## src/design/tsc_pkg.sv

```systemverilog
// tsc_pkg: shared widths, constants and register indexes of the thermistor scan conditioner
`default_nettype none

package tsc_pkg;

  // scan geometry
  localparam int BankCount    = 16;
  localparam int CellsPerBank = 8;
  localparam int CellTotal    = BankCount * CellsPerBank;
  localparam int CntWidth     = (CellTotal > 1) ? $clog2(CellTotal) : 1;
  localparam int IdxWidth     = 7;
  localparam logic [IdxWidth-1:0] LastIndex = IdxWidth'((CellTotal - 1) % (2 ** IdxWidth));

  // field widths
  localparam int RawWidth    = 16;
  localparam int LimitWidth  = 15;
  localparam int TolWidth    = 8;
  localparam int TempWidth   = 14;  // converted value, at most 15014
  localparam int Temp10Width = 11;  // converted value over ten
  localparam int SumWidth    = 22;
  localparam int MinWidth    = 16;
  localparam int MaxWidth    = 15;
  localparam int MaxOutWidth = 12;
  localparam int MinOutWidth = 13;
  localparam int Y9Width     = 16;  // 74240 - 9v on the steep segment
  localparam int Y81Width    = 20;  // 1178000 - 81v on the shallow segment

  // piecewise linear breakpoints and constants
  localparam logic [RawWidth-1:0]  BreakSat     = 16'd1576;
  localparam logic [RawWidth-1:0]  BreakSteep   = 16'd4700;
  localparam logic [RawWidth-1:0]  BreakShallow = 16'd14436;
  localparam logic [TempWidth-1:0] TempSat      = 14'd15000;
  localparam logic [Temp10Width-1:0] Temp10Sat  = 11'd1500;
  // steep segment peaks just past the first knee, slightly above the flat part
  localparam logic [TempWidth-1:0] TempMax      = 14'd15014;
  localparam logic [Temp10Width-1:0] Temp10Max  = 11'd1501;
  localparam int SteepBase   = 74240;
  localparam int SteepSlope  = 9;
  localparam int ShallowBase = 1178000;
  localparam int ShallowSlope = 81;

  // reciprocal multipliers: floor(x/d) = (x * ceil(2^k/d)) >> k, k = width(x) + clog2(d)
  localparam int  Div40Shift   = Y9Width + $clog2(40);
  localparam longint Div40Mul  = ((64'd1 << Div40Shift) + 40 - 1) / 40;
  localparam int  Div100Shift  = Y81Width + $clog2(100);
  localparam longint Div100Mul = ((64'd1 << Div100Shift) + 100 - 1) / 100;
  localparam int  Div1kShift   = Y81Width + $clog2(1000);
  localparam longint Div1kMul  = ((64'd1 << Div1kShift) + 1000 - 1) / 1000;
  localparam int  MaxDivShift  = MaxWidth + $clog2(10);
  localparam longint MaxDivMul = ((64'd1 << MaxDivShift) + 10 - 1) / 10;
  localparam int  MinDivShift  = MinWidth + $clog2(10);
  localparam longint MinDivMul = ((64'd1 << MinDivShift) + 10 - 1) / 10;
  localparam int  MeanDiv      = 10 * CellTotal;
  localparam int  MeanShift    = SumWidth + $clog2(MeanDiv);
  localparam longint MeanMul   = ((64'd1 << MeanShift) + MeanDiv - 1) / MeanDiv;
  localparam int  MulWidth     = 24;  // each multiplier above fits in this

  // accumulator reset values
  localparam logic [MinWidth-1:0] MinReset = 16'd65000;
  localparam logic [TolWidth-1:0] ErrCountMax = 8'd255;

  // configuration port
  localparam int CfgIdxWidth  = 3;
  localparam int CfgDataWidth = 16;
  localparam logic [CfgIdxWidth-1:0] CfgAdcOffset   = 3'd0;
  localparam logic [CfgIdxWidth-1:0] CfgUnderLimit  = 3'd1;
  localparam logic [CfgIdxWidth-1:0] CfgOverLimit   = 3'd2;
  localparam logic [CfgIdxWidth-1:0] CfgErrTol      = 3'd3;
  localparam logic [CfgIdxWidth-1:0] CfgMaxValidLim = 3'd4;

  localparam logic [RawWidth-1:0]   OffsetReset   = 16'd0;
  localparam logic [LimitWidth-1:0] UnderReset    = 15'd0;
  localparam logic [LimitWidth-1:0] OverReset     = 15'd6000;
  localparam logic [TolWidth-1:0]   TolReset      = 8'd1;
  localparam logic [LimitWidth-1:0] MaxValidReset = 15'd1500;

endpackage

`default_nettype wire

```

## src/design/thermistor_scan_conditioner.sv

```systemverilog
// thermistor_scan_conditioner: per-cell thermistor conversion with per-scan aggregates
//
// One raw ADC sample enters per request on the input channel (in_valid_i / in_stall_o),
// in scan order. Each request produces one result on the output channel
// (out_valid_o / out_stall_i): cell index, temperature in tenths of a degree and the
// cell error flag. On the last cell of a scan, scan_done_o is high and mean, max, min
// and pack error are valid; on other cells they read zero.
// Five register stages: input, segment select, conversion, accumulate, output. One request
// is taken every cycle while the output is not stalled. Each stage holds its item only
// while the stage after it is full and blocked, so a stalled output still lets earlier
// stages fill; in_stall_o rises once all five stages hold items.
// Configuration writes (cfg_valid_i / cfg_ready_o, always ready) are registered and
// are to be made while no request is in flight.
// Reset empties the pipeline, loads the register defaults and clears the scan counter
// and accumulators.
`default_nettype none

module thermistor_scan_conditioner import tsc_pkg::*; (
  input  wire logic                     clk_i,
  input  wire logic                     rst_ni,
  // sample requests
  input  wire logic                     in_valid_i,
  output logic                          in_stall_o,
  input  wire logic [RawWidth-1:0]      raw_sample_i,
  // results
  output logic                          out_valid_o,
  input  wire logic                     out_stall_i,
  output logic [IdxWidth-1:0]           cell_index_o,
  output logic [Temp10Width-1:0]        cell_temp_o,
  output logic                          cell_error_o,
  output logic                          scan_done_o,
  output logic [Temp10Width-1:0]        mean_temp_o,
  output logic [MaxOutWidth-1:0]        max_temp_o,
  output logic [MinOutWidth-1:0]        min_temp_o,
  output logic                          pack_error_o,
  // configuration writes
  input  wire logic                     cfg_valid_i,
  output logic                          cfg_ready_o,
  input  wire logic [CfgIdxWidth-1:0]   cfg_index_i,
  input  wire logic [CfgDataWidth-1:0]  cfg_data_i
);

  typedef enum logic [1:0] {
    RGN_SAT,
    RGN_STEEP,
    RGN_SHALLOW,
    RGN_OPEN
  } region_e;

  // configuration registers
  logic [RawWidth-1:0]   offset_q;
  logic [LimitWidth-1:0] under_q;
  logic [LimitWidth-1:0] over_q;
  logic [TolWidth-1:0]   tol_q;
  logic [LimitWidth-1:0] max_valid_q;

  // stage valids
  logic in_vld_q, pre_vld_q, conv_vld_q, cell_vld_q, out_vld_q;
  logic rdy1, rdy2, rdy3, rdy4, rdy5;

  // stage payloads
  logic [RawWidth-1:0]    raw_q;
  region_e                rgn_d, rgn_q;
  logic [Y9Width-1:0]     y9_d, y9_q;
  logic [Y81Width-1:0]    y81_d, y81_q;
  logic [TempWidth-1:0]   t_d, t_q;
  logic [Temp10Width-1:0] t10_d, t10_q;

  logic [IdxWidth-1:0]    c_idx_q;
  logic [Temp10Width-1:0] c_t10_q;
  logic                   c_err_q, c_last_q, c_pack_q;
  logic [SumWidth-1:0]    c_sum_q;
  logic [MaxWidth-1:0]    c_max_q;
  logic [MinWidth-1:0]    c_min_q;

  logic [IdxWidth-1:0]    o_idx_q;
  logic [Temp10Width-1:0] o_t10_q, o_mean_q;
  logic                   o_err_q, o_last_q, o_pack_q;
  logic [MaxOutWidth-1:0] o_max_q;
  logic [MinOutWidth-1:0] o_min_q;

  // accumulators
  logic [CntWidth-1:0]    cnt_q;
  logic [SumWidth-1:0]    sum_q;
  logic [MinWidth-1:0]    min_q;
  logic [MaxWidth-1:0]    max_q;
  logic [TolWidth-1:0]    ecnt_q;

  // ready chain from the output back to the input
  assign rdy5 = !out_vld_q || !out_stall_i;
  assign rdy4 = !cell_vld_q || rdy5;
  assign rdy3 = !conv_vld_q || rdy4;
  assign rdy2 = !pre_vld_q || rdy3;
  assign rdy1 = !in_vld_q || rdy2;
  assign in_stall_o  = !rdy1;
  assign cfg_ready_o = 1'b1;

  // segment select and linear numerators
  logic [RawWidth-1:0] v;
  logic [19:0]         y9_full;
  logic [23:0]         y81_full;

  always_comb begin
    v        = raw_q + offset_q;
    y9_full  = 20'(SteepBase) - 20'(v) * 20'(SteepSlope);
    y81_full = 24'(ShallowBase) - 24'(v) * 24'(ShallowSlope);
    y9_d     = y9_full[Y9Width-1:0];
    y81_d    = y81_full[Y81Width-1:0];
    priority if (v < BreakSat) begin
      rgn_d = RGN_SAT;
    end else if (v < BreakSteep) begin
      rgn_d = RGN_STEEP;
    end else if (v < BreakShallow) begin
      rgn_d = RGN_SHALLOW;
    end else begin
      rgn_d = RGN_OPEN;
    end
  end

  // constant division by reciprocal multiplication
  logic [Y9Width+MulWidth-1:0]  p40;
  logic [Y81Width+MulWidth-1:0] p100, p1k;

  always_comb begin
    p40  = (Y9Width+MulWidth)'(y9_q) * (Y9Width+MulWidth)'(Div40Mul);
    p100 = (Y81Width+MulWidth)'(y81_q) * (Y81Width+MulWidth)'(Div100Mul);
    p1k  = (Y81Width+MulWidth)'(y81_q) * (Y81Width+MulWidth)'(Div1kMul);
    unique case (rgn_q)
      RGN_SAT: begin
        t_d   = TempSat;
        t10_d = Temp10Sat;
      end
      RGN_STEEP: begin
        t_d   = TempWidth'(y9_q >> 2);
        t10_d = Temp10Width'(p40 >> Div40Shift);
      end
      RGN_SHALLOW: begin
        t_d   = TempWidth'(p100 >> Div100Shift);
        t10_d = Temp10Width'(p1k >> Div1kShift);
      end
      default: begin
        t_d   = '0;
        t10_d = '0;
      end
    endcase
  end

  // cell checks and accumulator update
  logic                     err, last, pack;
  logic [SumWidth:0]        sum_ext;
  logic [SumWidth-1:0]      sum_new;
  logic [MinWidth-1:0]      min_new;
  logic [MaxWidth-1:0]      max_new;
  logic [TolWidth-1:0]      ecnt_new;
  logic [CntWidth+IdxWidth-1:0] idx_ext;

  always_comb begin
    err     = !((LimitWidth'(t_q) > under_q) && (LimitWidth'(t_q) < over_q));
    last    = (cnt_q == CntWidth'(CellTotal - 1));
    sum_ext = (SumWidth+1)'(sum_q) + (SumWidth+1)'(t_q);
    sum_new = sum_ext[SumWidth] ? '1 : sum_ext[SumWidth-1:0];
    min_new = ((t_q != '0) && (MinWidth'(t_q) < min_q)) ? MinWidth'(t_q) : min_q;
    max_new = ((MaxWidth'(t_q) > max_q) && (LimitWidth'(t_q) < max_valid_q)) ?
              MaxWidth'(t_q) : max_q;
    ecnt_new = (err && (ecnt_q != ErrCountMax)) ? ecnt_q + 1'b1 : ecnt_q;
    pack     = (ecnt_new >= tol_q);
    idx_ext  = (CntWidth+IdxWidth)'(cnt_q);
  end

  // aggregate scaling on the scan-end snapshot
  logic [SumWidth+MulWidth-1:0] pmean;
  logic [MaxWidth+MulWidth-1:0] pmax;
  logic [MinWidth+MulWidth-1:0] pmin;

  always_comb begin
    pmean = (SumWidth+MulWidth)'(c_sum_q) * (SumWidth+MulWidth)'(MeanMul);
    pmax  = (MaxWidth+MulWidth)'(c_max_q) * (MaxWidth+MulWidth)'(MaxDivMul);
    pmin  = (MinWidth+MulWidth)'(c_min_q) * (MinWidth+MulWidth)'(MinDivMul);
  end

  // control state, configuration and accumulators
  always_ff @(posedge clk_i or negedge rst_ni) begin
    if (!rst_ni) begin
      in_vld_q    <= 1'b0;
      pre_vld_q   <= 1'b0;
      conv_vld_q  <= 1'b0;
      cell_vld_q  <= 1'b0;
      out_vld_q   <= 1'b0;
      offset_q    <= OffsetReset;
      under_q     <= UnderReset;
      over_q      <= OverReset;
      tol_q       <= TolReset;
      max_valid_q <= MaxValidReset;
      cnt_q       <= '0;
      sum_q       <= '0;
      min_q       <= MinReset;
      max_q       <= '0;
      ecnt_q      <= '0;
    end else begin
      if (rdy1) in_vld_q   <= in_valid_i;
      if (rdy2) pre_vld_q  <= in_vld_q;
      if (rdy3) conv_vld_q <= pre_vld_q;
      if (rdy4) cell_vld_q <= conv_vld_q;
      if (rdy5) out_vld_q  <= cell_vld_q;

      if (cfg_valid_i) begin
        unique case (cfg_index_i)
          CfgAdcOffset:   offset_q    <= cfg_data_i;
          CfgUnderLimit:  under_q     <= cfg_data_i[LimitWidth-1:0];
          CfgOverLimit:   over_q      <= cfg_data_i[LimitWidth-1:0];
          CfgErrTol:      tol_q       <= cfg_data_i[TolWidth-1:0];
          CfgMaxValidLim: max_valid_q <= cfg_data_i[LimitWidth-1:0];
          default: ;
        endcase
      end

      if (conv_vld_q && rdy4) begin
        if (last) begin
          cnt_q  <= '0;
          sum_q  <= '0;
          min_q  <= MinReset;
          max_q  <= '0;
          ecnt_q <= '0;
        end else begin
          cnt_q  <= cnt_q + 1'b1;
          sum_q  <= sum_new;
          min_q  <= min_new;
          max_q  <= max_new;
          ecnt_q <= ecnt_new;
        end
      end
    end
  end

  // stage payloads
  always_ff @(posedge clk_i) begin
    if (rdy1 && in_valid_i) begin
      raw_q <= raw_sample_i;
    end
    if (rdy2 && in_vld_q) begin
      rgn_q <= rgn_d;
      y9_q  <= y9_d;
      y81_q <= y81_d;
    end
    if (rdy3 && pre_vld_q) begin
      t_q   <= t_d;
      t10_q <= t10_d;
    end
    if (rdy4 && conv_vld_q) begin
      c_idx_q  <= idx_ext[IdxWidth-1:0];
      c_t10_q  <= t10_q;
      c_err_q  <= err;
      c_last_q <= last;
      c_sum_q  <= sum_new;
      c_max_q  <= max_new;
      c_min_q  <= min_new;
      c_pack_q <= pack;
    end
    if (rdy5 && cell_vld_q) begin
      o_idx_q  <= c_idx_q;
      o_t10_q  <= c_t10_q;
      o_err_q  <= c_err_q;
      o_last_q <= c_last_q;
      o_mean_q <= c_last_q ? Temp10Width'(pmean >> MeanShift) : '0;
      o_max_q  <= c_last_q ? MaxOutWidth'(pmax >> MaxDivShift) : '0;
      o_min_q  <= c_last_q ? MinOutWidth'(pmin >> MinDivShift) : '0;
      o_pack_q <= c_last_q && c_pack_q;
    end
  end

  assign out_valid_o  = out_vld_q;
  assign cell_index_o = o_idx_q;
  assign cell_temp_o  = o_t10_q;
  assign cell_error_o = o_err_q;
  assign scan_done_o  = o_last_q;
  assign mean_temp_o  = o_mean_q;
  assign max_temp_o   = o_max_q;
  assign min_temp_o   = o_min_q;
  assign pack_error_o = o_pack_q;

  // accumulators sit at their cleared values whenever a new scan is about to start
  a_scan_start_clear: assert property (@(posedge clk_i) disable iff (!rst_ni)
    (cnt_q == '0) |-> (sum_q == '0) && (max_q == '0) && (min_q == MinReset) &&
                      (ecnt_q == '0))
    else $error("accumulators not cleared at scan start");

  // aggregates only on the last cell of a scan
  a_aggr_zero: assert property (@(posedge clk_i) disable iff (!rst_ni)
    (out_vld_q && !o_last_q) |-> (o_mean_q == '0) && (o_max_q == '0) &&
                                 (o_min_q == '0) && !o_pack_q)
    else $error("aggregate fields set on a cell that does not end the scan");

  // the scan ends on the final cell index
  a_last_index: assert property (@(posedge clk_i) disable iff (!rst_ni)
    (out_vld_q && o_last_q) |-> (o_idx_q == LastIndex))
    else $error("scan end flagged on the wrong cell");

  // converted temperature never exceeds the peak of the steep segment
  a_temp_range: assert property (@(posedge clk_i) disable iff (!rst_ni)
    conv_vld_q |-> (t_q <= TempMax) && (t10_q <= Temp10Max))
    else $error("converted temperature out of range");

endmodule

`default_nettype wire

```

## config.mk

```make
export PLATFORM = sky130hd
export DESIGN_NAME = thermistor_scan_conditioner
export DESIGN_NICKNAME = d
export VERILOG_FILES = /design/src/design/tsc_pkg.sv /design/src/design/thermistor_scan_conditioner.sv
export SDC_FILE = /design/constraint.sdc
export NUM_CORES = 2
export LEC_CHECK = 0
export BUFFER_PORTS_ARGS = -buffer_cell sky130_fd_sc_hd__buf_2
export CORE_MARGIN = 2
export CORE_UTILIZATION = 40
export DETAILED_ROUTE_END_ITERATION = 7
export SLEW_MARGIN = 15
export SYNTH_ARGS = -nofsm -noshare
export SYNTH_HDL_FRONTEND = slang
export SYNTH_SLANG_ARGS = --single-unit
export TNS_END_PERCENT = 30
```

## constraint.sdc

```tcl
create_clock -name clk_i -period 11.5 [get_ports clk_i]
set_input_delay 0 -clock clk_i [delete_from_list [all_inputs] [get_ports clk_i]]
set_output_delay 0 -clock clk_i [all_outputs]
set_load 0.02 [all_outputs]
```

Word-level counts from Yosys, hierarchy flattened
Index checks and enable logic that the tools add are counted.
- register bits after elaboration: 352
- bits in latches: 0
- bits in writable memories: 0
- bits in read-only memories: 0
- input bits: 40
- output and inout bits: 60
- word-level logic and storage cells: 114
- memories: 0
- add/subtract/negate cells: 6
- multipliers: 8
- div/mod/pow operators: 0
- order comparisons: 9
- eq/ne operators: 8
- shift-type cells: 0
- mux-type cells: 13
- bitwise operators: 0
- reductions and logical operators: 32
- operator list (kind ; number):
    $mul 20x20->40 const B ; 2
    $mul 16x16->32 const B ; 2
    $mul 22x23->44 const B ; 1
    $mux 22 ; 2
    $pmux 14 s3 ; 1
    $pmux 11 s3 ; 1
    $mux 16 ; 2
    $mul 15x16->31 const B ; 1
    $gt 14x15->1 ; 2
    $lt 14x15->1 ; 2
    $mux 15 ; 2
    $add 22x14->23 ; 1
    $mul 16x7->20 const B ; 1
    $sub 17x20->20 const A ; 1
    $add 16x16->16 ; 1
    $lt 14x16->1 ; 1
    $lt 16x11->1 const B ; 1
    $lt 16x13->1 const B ; 1
    $lt 16x14->1 const B ; 1
    $mul 16x4->16 const B ; 1
    $mux 8 ; 2
    $sub 14x16->16 const A ; 1
    $reduce_bool 14->1 ; 1
    $logic_and 1x1->1 ; 10
    other kinds (18) ; 35

Depth between registers and ports, before layout
- depth after elaboration: 7
- depth in mapped cells: 26

Worst setup path before layout
OpenSTA, ideal clock, no wires.
- path type: flip-flop to flip-flop
- start: register y81_q[11]
- end: register t_q[13] (data pin)
- setup time: 265 ps
- data arrival time: 6162 ps
- required time: 11235 ps
- slack: 5073 ps
- cell stages (with the launch flop): 23
- clock period less this slack: 6427 ps
- cell sequence: edfxtp_1 > ha_1 > inv_1 > fa_1 > fa_1 > inv_1 > fa_1 > fa_1 > fa_1 > inv_1 > fa_1 > inv_1 > ha_1 > nand4_1 > a211oi_1 > o21ai_1 > a311oi_2 > o41ai_2 > o311ai_1 > a21oi_1 > o21bai_1 > xnor2_1 > o21ai_1
- word-level cells in the longest chain between the ends: 2
- RTL lines (item ; line ; text):
    start: declaration ; thermistor_scan_conditioner.sv:65 ; logic [Y81Width-1:0] y81_d, y81_q;
    start signal: assignment ; thermistor_scan_conditioner.sv:243 ; y81_q <= y81_d;
    $mul 20x20->40 ; thermistor_scan_conditioner.sv:126 ; p100 = (Y81Width+MulWidth)'(y81_q) * (Y81Width+MulWidth)'(Div100Mul);
    $pmux 14 s3 ; thermistor_scan_conditioner.sv:128 ; unique case (rgn_q)
    net t_d[13] ; thermistor_scan_conditioner.sv:66 ; logic [TempWidth-1:0] t_d, t_q;
    end signal: assignment ; thermistor_scan_conditioner.sv:246 ; t_q <= t_d;
    end: declaration ; thermistor_scan_conditioner.sv:66 ;
The timed path passes the listed nets, and every way through them passes these cells.
A chain may end at the register's enable or synchronous reset.

Final worst setup path
- start: register y81_q[7]
- end: register t_q[13] (data pin)
Same word-level chain as after synthesis.

==> results.tsv <==
stage	metric	value	unit
hold_path	hold_path_class	input pin to flip-flop	
yosys	syn_nets	6414	
yosys	synth_top_area_share	28.0	%
global_routing	overflow	0	
clock_tree	clkSinkCount	349	
sta	clock.fmax	0.137	GHz
worst_setup_path	endpoint_kind	flip-flop	
route	drt-vias-per-instance	4.91	
clock_tree	cts_tree	done	
sta	period_share	63.4	%
floorplanning	fp-row-count	128	
worst_setup_path	slowest_stage	edfxtp_1	
placement	io_buffers	98	
placement	hpwl	95400	µm
clock_tree	path_clk_slew	70	ps
floorplanning	core	0.122	mm²
sta	slew_viol_final	0	
floorplanning	io-pin-count	100	
floorplanning	die-area	0.125	mm²
yosys	yosys.area.top_type	ha_1	
yosys	ys.flop_type	edfxtp_1	
yosys	synthCells	4670	
route	drt_first_pass_iters	5	
route	dr_total_vias	32009	
route	drt_iter0_markers	1374	
sta	fin_setup_tns	0	ps
cells_and_area	layout-drive-gt1-share	6.49	%
floorplanning	start_util	40.2	%
worst_setup_path	crit_type	flip-flop to flip-flop	
clock_tree	cts_setup_buffers	0	
clock_tree	cts_root_buffer	clkbuf_16	
clock_tree	cts_buffer_depth	3	
yosys	synth.area.top_cells	ha_1, fa_1, edfxtp_1	
yosys	yosysSeqAreaShare	20.1	%
clock_tree	clock_latency	640	ps
route	antenna_left	0	
route	routed_wl	113000	µm
clock_tree	numCtsBuffers	43	
yosys	avgSynthCellArea	10.5	µm²
status	run_status	finished clean	
sta	skew	39.9	ps
yosys	synth-edff-count	207	
cells_and_area	diodes	0	
placement	routabilityCongestion	0.913	
yosys	ys_seq_elements	349	
clock_tree	holdBufCountCts	49	
sta	hold_violations	0	
cells_and_area	nNetsFinal	6606	
worst_setup_path	required	11890	ps
cells_and_area	area_growth	9.91	%
global_routing	grt_pass1_vias	34382	
worst_setup_path	crit_path_start_kind	flip-flop	
yosys	syn_area	0.0489	mm²
worst_setup_path	cp_max_fo	12	
worst_setup_path	critPathArrivalTime	7680	ps
global_routing	grt_pass1_wl	185000	µm
yosys	synthArstFlopShare	40.7	%
clock_tree	ctsResizeCount	0	
floorplanning	die_y	354	µm
route	wl_per_cell	17.4	µm
worst_setup_path	worstPathCellList	inv_1 -> fa_1 -> inv_1 -> ha_1 -> inv_1 -> fa_1 -> inv_1 -> fa_1 -> fa_1 -> fa_1 -> inv_1 -> fa_1 -> inv_1 -> ha_1 -> a211oi_1 -> o21ai_0 -> o2111ai_1 -> a311oi_2 -> o41ai_2 -> o311ai_1 -> a21oi_1 -> o21bai_1 -> xnor2_1 -> o21ai_1	
yosys	yosysWarnings	0	
global_routing	grt_max_degree	73	
worst_setup_path	slowest_delay	830	ps
global_routing	grt_antenna_before_repair	0	
sta	slew_headroom	27.2	%
sta	setup_viol_count_final	0	
sta	worst_pin_slew	1090	ps
clock_tree	htree_levels	2	
global_routing	grt_use_total	18.7	%
floorplanning	die_w	354	µm
sta	grt_setup_unrepaired	false	
yosys	ys_types	94	
job	maxCapViolations	0	
route	drc	0	
sta	post-route-min-period	7290	ps
[critical path, delay by kind of cell (launching register included)]
kind,cells,cell delay (ps)
xor gates and xnor gates,1,160
adders and majority gates,8,3550
DFF,1,830
AOI/OAI and AO/OA,9,1990
buffers and inverters,6,500
[flip-flops by register name, summed over array words and instances, names as in the netlist, 8 cells and up]
name,cells
min_q,16
cell_temp_o,11
offset_q,16
t_q,14
y81_q,17
c_max_q,15
under_q,15
c_min_q,16
max_q,15
mean_temp_o,11
raw_q,16
min_temp_o,13
t10_q,11
tol_q,8
sum_q,22
ecnt_q,8
max_valid_q,15
max_temp_o,12
c_t10_q,11
c_sum_q,22
over_q,15
y9_q,16
[cells in the final DEF (no fill, tap or decap), types with 21 or more instances in the layout]
| cell type | n |
|---|---|
| buf_4 | 39 |
| a22o_1 | 36 |
| a21oi_1 | 152 |
| ha_1 | 1095 |
| inv_1 | 1207 |
| nand4_1 | 27 |
| nor3_1 | 30 |
| dfstp_2 | 26 |
| clkbuf_16 | 45 |
| dlygate4sd3_1 | 48 |
| nor2b_1 | 34 |
| dfrtp_1 | 116 |
| o21a_1 | 26 |
| mux2_2 | 42 |
| a211oi_1 | 32 |
| xor2_1 | 40 |
| buf_2 | 97 |
| and3_1 | 21 |
| nand2_1 | 161 |
| nor2_1 | 146 |
| fa_1 | 609 |
| nand3_1 | 44 |
| xnor2_1 | 101 |
| o21ai_0 | 160 |
| nand2b_1 | 32 |
| edfxtp_1 | 207 |
| a21o_1 | 58 |
[cells by family after synthesis]
kind of cell    after synthesis  synth area share (%)
fa+ha+maj                  1704                  53.0
buf+inv                    1249                  9.61
compound gates              618                  8.26
simple gates                565                  5.60
flops                       349                  20.1
xor+xnor                    141                  2.53
mux                          43                 0.988
other cells                   1               0.00767
[synth_stat cells, drive strengths merged, types with 12 or more instances]
cell / count
mux2: 42
nand2: 161
and3: 21
nor2b: 34
o21ai: 177
dfrtp: 116
nor2: 147
dfstp: 26
clkbuf: 32
o21a: 26
a21oi: 152
nand2b: 32
nand4: 27
edfxtp: 207
a21boi: 12
nand3: 44
xnor2: 101
a22o: 36
and2: 15
or3: 13
fa: 609
nor3: 31
a31oi: 15
o21bai: 14
inv: 1208
a211oi: 34
xor2: 40
a21o: 60
ha: 1095
[cell type report]
type | count | area [µm²]
well taps | 1625 | 2030
multi-input cells | 3072 | 34400
clock buffers | 50 | 1160
flip-flops and latches | 349 | 9800
inverters | 1210 | 4540
repair buffers | 186 | 1300
fillers | 11443 | 67800
clock inverters | 30 | 450
[metrics by stage]
| step | setup slack, ps | util, % | instances | cell area, µm² | hold slack (ps) |
|---|---|---|---|---|---|
| 2_1_floorplan | 5070 | - | 4670 | 48900 | -296 |
| 3_3_place_gp | 4350 | 42.5 | 6393 | 51600 | 70.9 |
| 3_5_place_dp | 4230 | 42.5 | 6393 | 51600 | 67.2 |
| 4_1_cts | 4250 | 44.2 | 6522 | 53700 | 10.3 |
| 5_1_grt | 3900 | 44.2 | 6522 | 53700 | 83.2 |
| 6_report | 4210 | 44.2 | 6522 | 53700 | 49.4 |
[final timing paths]
check,slack [ps],depth (start not counted),from,to
worst min-delay path,50,6,cfg_index_i[2],max_valid_q[7]
worst max-delay path,4210,24,y81_q[7],t_q[13]
max in group asynchronous,9930,4,rst_ni,cnt_q[4]
worst max register to register,4210,24,y81_q[7],t_q[13]
worst min register to register,420,0,t10_q[4],c_t10_q[4]
min in group asynchronous,560,3,rst_ni,over_q[12]
[routing by layer]
| layer | vias to the layer above | part of all wire, % | track usage (%) |
|---|---|---|---|
| li1 | 15697 | - | - |
| met1 | 15669 | 46 | 25.1 |
| met2 | 491 | 47 | 31.5 |
| met3 | 152 | 4.2 | 2.73 |
| met4 | 0 | 2.9 | 5.06 |
| met5 | - | 0 | 0 |
Power is left out: the tool's default activity adds up to more than one toggle a clock period on the data nets, which glitch-free logic cannot reach.
